===== src/hdl/rbdq_pkg.sv =====
// Shared types, sizes and operation codes for the ring buffer deque checker.
package rbdq_pkg;

  // Store size and the widths that follow from it.
  localparam int unsigned DEPTH  = 1024;
  localparam int unsigned IDX_W  = $clog2(DEPTH);
  localparam int unsigned CNT_W  = $clog2(DEPTH + 1);
  localparam int unsigned DATA_W = 32;

  // Operation codes carried in the request.
  typedef enum logic [2:0] {
    OP_PUSH_FRONT = 3'd0,
    OP_POP_FRONT  = 3'd1,
    OP_PUSH_BACK  = 3'd2,
    OP_POP_BACK   = 3'd3
  } op_e;

  // Request payload.
  typedef struct packed {
    logic [2:0]        operation;
    logic [DATA_W-1:0] value;
  } in_t;

  // Result payload.
  typedef struct packed {
    logic [DATA_W-1:0] pop_value;
    logic              was_empty;
    logic              push_dropped;
    logic              mismatch;
    logic              all_correct;
  } out_t;

  // Commands from the controller to the datapath.
  typedef struct packed {
    logic accept;
    logic finish_pop;
  } cmd_t;

  // Status from the datapath to the controller.
  typedef struct packed {
    logic needs_read;
  } status_t;

endpackage


===== src/hdl/rbdq_ctrl.sv =====
// Controller state machine that sequences one request at a time.
module rbdq_ctrl (
  input  logic              clk_i,
  input  logic              rst_ni,
  input  logic              in_valid_i,
  output logic              in_ready_o,
  output logic              out_valid_o,
  input  logic              out_ready_i,
  input  rbdq_pkg::status_t status_i,
  output rbdq_pkg::cmd_t    cmd_o
);

  typedef enum logic [2:0] {
    ST_IDLE = 3'b001,
    ST_READ = 3'b010,
    ST_RESP = 3'b100
  } state_e;

  state_e state_q, state_d;

  // Handshake outputs follow the state.
  assign in_ready_o  = (state_q == ST_IDLE);
  assign out_valid_o = (state_q == ST_RESP);

  assign cmd_o.accept     = in_valid_i && (state_q == ST_IDLE);
  assign cmd_o.finish_pop = (state_q == ST_READ);

  // Next state: a pop that hits the store passes through ST_READ to wait for the read data.
  always_comb begin
    state_d = state_q;
    case (state_q)
      ST_IDLE: begin
        if (in_valid_i) begin
          state_d = status_i.needs_read ? ST_READ : ST_RESP;
        end
      end
      ST_READ: begin
        state_d = ST_RESP;
      end
      ST_RESP: begin
        if (out_ready_i) begin
          state_d = ST_IDLE;
        end
      end
      default: begin
        state_d = ST_IDLE;
      end
    endcase
  end

  always_ff @(posedge clk_i or negedge rst_ni) begin
    if (!rst_ni) begin
      state_q <= ST_IDLE;
    end else begin
      state_q <= state_d;
    end
  end

endmodule


===== config.mk =====
export PLATFORM = sky130hd
export DESIGN_NAME = rbdq_ctrl
export DESIGN_NICKNAME = d
export VERILOG_FILES = /design/src/hdl/rbdq_pkg.sv /design/src/hdl/rbdq_ctrl.sv
export SDC_FILE = /design/constraint.sdc
export NUM_CORES = 1
export LEC_CHECK = 0
export BUFFER_PORTS_ARGS = -buffer_cell sky130_fd_sc_hd__buf_2
export CORE_AREA = 3 3 40 42
export CTS_CLUSTER_DIAMETER = 100
export DETAILED_ROUTE_END_ITERATION = 8
export DIE_AREA = 0 0 43 45
export MAX_ROUTING_LAYER = met4
export SLEW_MARGIN = 10
export SYNTH_ARGS = -nofsm -noshare
export SYNTH_HDL_FRONTEND = slang
export SYNTH_SLANG_ARGS = --single-unit
export TNS_END_PERCENT = 20

===== constraint.sdc =====
create_clock -name clk_i -period 1.6 [get_ports clk_i]
set_input_delay 0.24 -clock clk_i [delete_from_list [all_inputs] [get_ports clk_i]]
set_output_delay 0.24 -clock clk_i [all_outputs]
set_load 0.005 [all_outputs]

==> flow_summary.json <==
{
  "status": "finished, final reports clean",
  "ys_ff_latch": 3,
  "post_cts_resized": 0,
  "wl_um": 415,
  "hold_start": "status_i",
  "reg_top3": "state_q (3)",
  "max_cap_violations": 0,
  "critPathLaunchType": "flip-flop",
  "fin_setup_tns_ns": 0,
  "gp_congestion": 0.689,
  "die_area_sq_mm": 0.00194,
  "fmax_mhz": 711,
  "grt_pass1_wl_um": 703,
  "drtAntennaViolNets": 0,
  "final_nets": 32,
  "synthXorXnorAreaFrac_pct": 0,
  "vdd_drop_max_uv": 361,
  "drt_iter0_drc": 3,
  "overflow": 0,
  "worst_setup_path_end_kind": "output port",
  "post_cts_buffers": 0,
  "clk_latency_ns": 0.23,
  "cts_buffer_depth": 2,
  "synth-compound-area-share_pct": 5.56,
  "numCtsBuffers": 3,
  "cts_tree": "built",
  "synthCells": 13,
  "startpoint": "state_q[0]",
  "hold_violations": 0,
  "finalMaxSlewViolations": 0,
  "synth_commonest_cells": "dfrtp_1 (2), nor3b_1 (2)",
  "synth-edff-count": 0,
  "chipHeight_um": 45,
  "synthFlopType": "dfrtp_1",
  "synth_cell_types": 11,
  "rsz0062_at_grt": "false",
  "worstPathRequired_ns": 1.36,
  "root_buffer": "clkbuf_4",
  "r2r_end": "state_q[2]",
  "die_w_um": 43,
  "async_flop_share_pct": 100,
  "yosys-top-cells-area": "dfrtp_1 (32%), dfstp_2 (17%), nor3b_1 (9.5%)",
  "period_needed_ns": 1.41,
  "min-delay-path-class": "in -> reg",
  "num_rows": 13,
  "setup_viol": 0,
  "clock_sinks": 3,
  "synth_adder_area_share_pct": 0,
  "path_class": "reg -> out",
  "synth_top_family_by_area": "simple AND/OR/NAND/NOR gates",
  "largest_reg_flops": 3,
  "routedWlPerCell_um": 10.1,
  "clkTransAtPathRegs_ns": 0.04,
  "syn-cell-area_sq_um": 158,
  "worstPathMaxFanout": 6,
  "io_pins": 9,
  "cts_max_level": 1,
  "rrSetupSlack_ns": 0.53,
  "syn_nets": 18,
  "leakagePower_nw": 0.123,
  "syn2layout_area_growth_pct": 60.3,
  "yosysWarnings": 0,
  "grt_pass1_vias": 180,
  "worstMarginPinSlew_ns": 0.427,
  "grtUsageTotal_pct": 5.50,
  "diodes": 0,
  "fin_util_pct": 19.7,
  "fin_crit_sh_pct": 87.9,
  "largest_register": "state_q",
  "drt_pass1_iterations": 4,
  "via_count": 149,
  "power.total_w": 0.000406,
  "clock_skew_ns": 0.00222,
  "synth_top_area_cell": "dfrtp_1",
  "via_per_inst": 3.63,
  "fp.coreArea_sq_mm": 0.00128,
  "ctsHoldBuffers": 1,
  "r2r_start": "state_q[1]",
  "drc": 0,
  "portBuffers": 8,
  "initial_core_util_pct": 12.3,
  "drive_gt1_share_pct": 53.8,
  "synthSimpleGateAreaFrac_pct": 46.0,
  "dp_hpwl_um": 315,
  "antenna_found_initial": 0,
  "worst_ep_arrival_time_ns": 1.17,
  "synthMuxAreaShare_pct": 0,
  "crit_end": "cmd_o[1]",
  "synth-seq-area-share_pct": 48.4,
  "syn-mean-instance-area_sq_um": 12.1,
  "grt_max_degree": 7,
  "synth_top_area_share_pct": 31.7,
  "maxSlewHeadroom_pct": 71.1,
  "power_density_mw_per_mm2": 1610,
  "r2r_cells": 2
}
[layer usage]
metal | track usage [%] | routed length, um | vias to the layer above
li1 | - | - | 75
met3 | 1.59 | 41 | 0
met4 | 7.23 | 0 | 0
met5 | - | 0 | -
met1 | 6.07 | 202 | 65
met2 | 6.89 | 171 | 9
[report_power, final]
group | total [W] | leakage (nW) | switching (W) | internal [W]
clock network | 0.000131 | 0.0150 | 0.0000379 | 0.0000934
logic | 0.000121 | 0.0704 | 0.0000448 | 0.0000763
registers | 0.000154 | 0.0372 | 0.0000405 | 0.000113
total | 0.000406 | 0.123 | 0.000123 | 0.000283
[kinds of logic after synthesis]
group | Yosys count
AOI/OAI and AO/OA | 1
and+or+nand+nor | 9
DFF | 3
[critical path: stages (launching register included)]
cell and delay (ns):
dfstp_2 0.57, and4bb_2 0.26, buf_2 0.11
[through the flow]
stage | setup WS, ns | area [sq um] | cells | hold WS [ns]
3_5_place_dp | 0.439 | 216 | 36 | 0.0402
4_1_cts | 0.187 | 253 | 41 | 0.234
3_3_place_gp | 0.443 | 216 | 36 | 0.0381
2_1_floorplan | 0.566 | 158 | 13 | -0.0556
6_report | 0.194 | 253 | 41 | 0.239
5_1_grt | 0.163 | 253 | 41 | 0.255
[area by class of cell]
type	instances	area, sq um
sequential	3	76.3
fill	152	1030
tap	15	18.8
multi-input combinational	10	81.3
timing repair buffer	9	50.0
clock buffer	4	26.3
[worst min-delay path by stage]
| stage | slack (ns) | end | cells after the start |
|---|---|---|---|
| finish | 0.24 | state_q[1] | 2 |
| global route | 0.25 | state_q[1] | 2 |
| CTS | 0.23 | state_q[1] | 2 |
| detailed placement | 0.04 | state_q[2] | 1 |
| global placement | 0.04 | state_q[2] | 1 |
| floorplan | -0.06 | state_q[1] | 0 |
[cells in the final DEF, fill, tap and decap left out]
cell           n
buf_2          8
clkbuf_4       3
nor3b_1        2
dfrtp_1        2
nor3b_2        1
and4bb_2       1
and2_1         1
nor4b_1        1
nor3_1         1
and3b_1        1
nor2_1         1
a211o_1        1
clkbuf_1       1
dlygate4sd3_1  1
dfstp_2        1
Note: power is estimated with default switching activity, not from simulation.
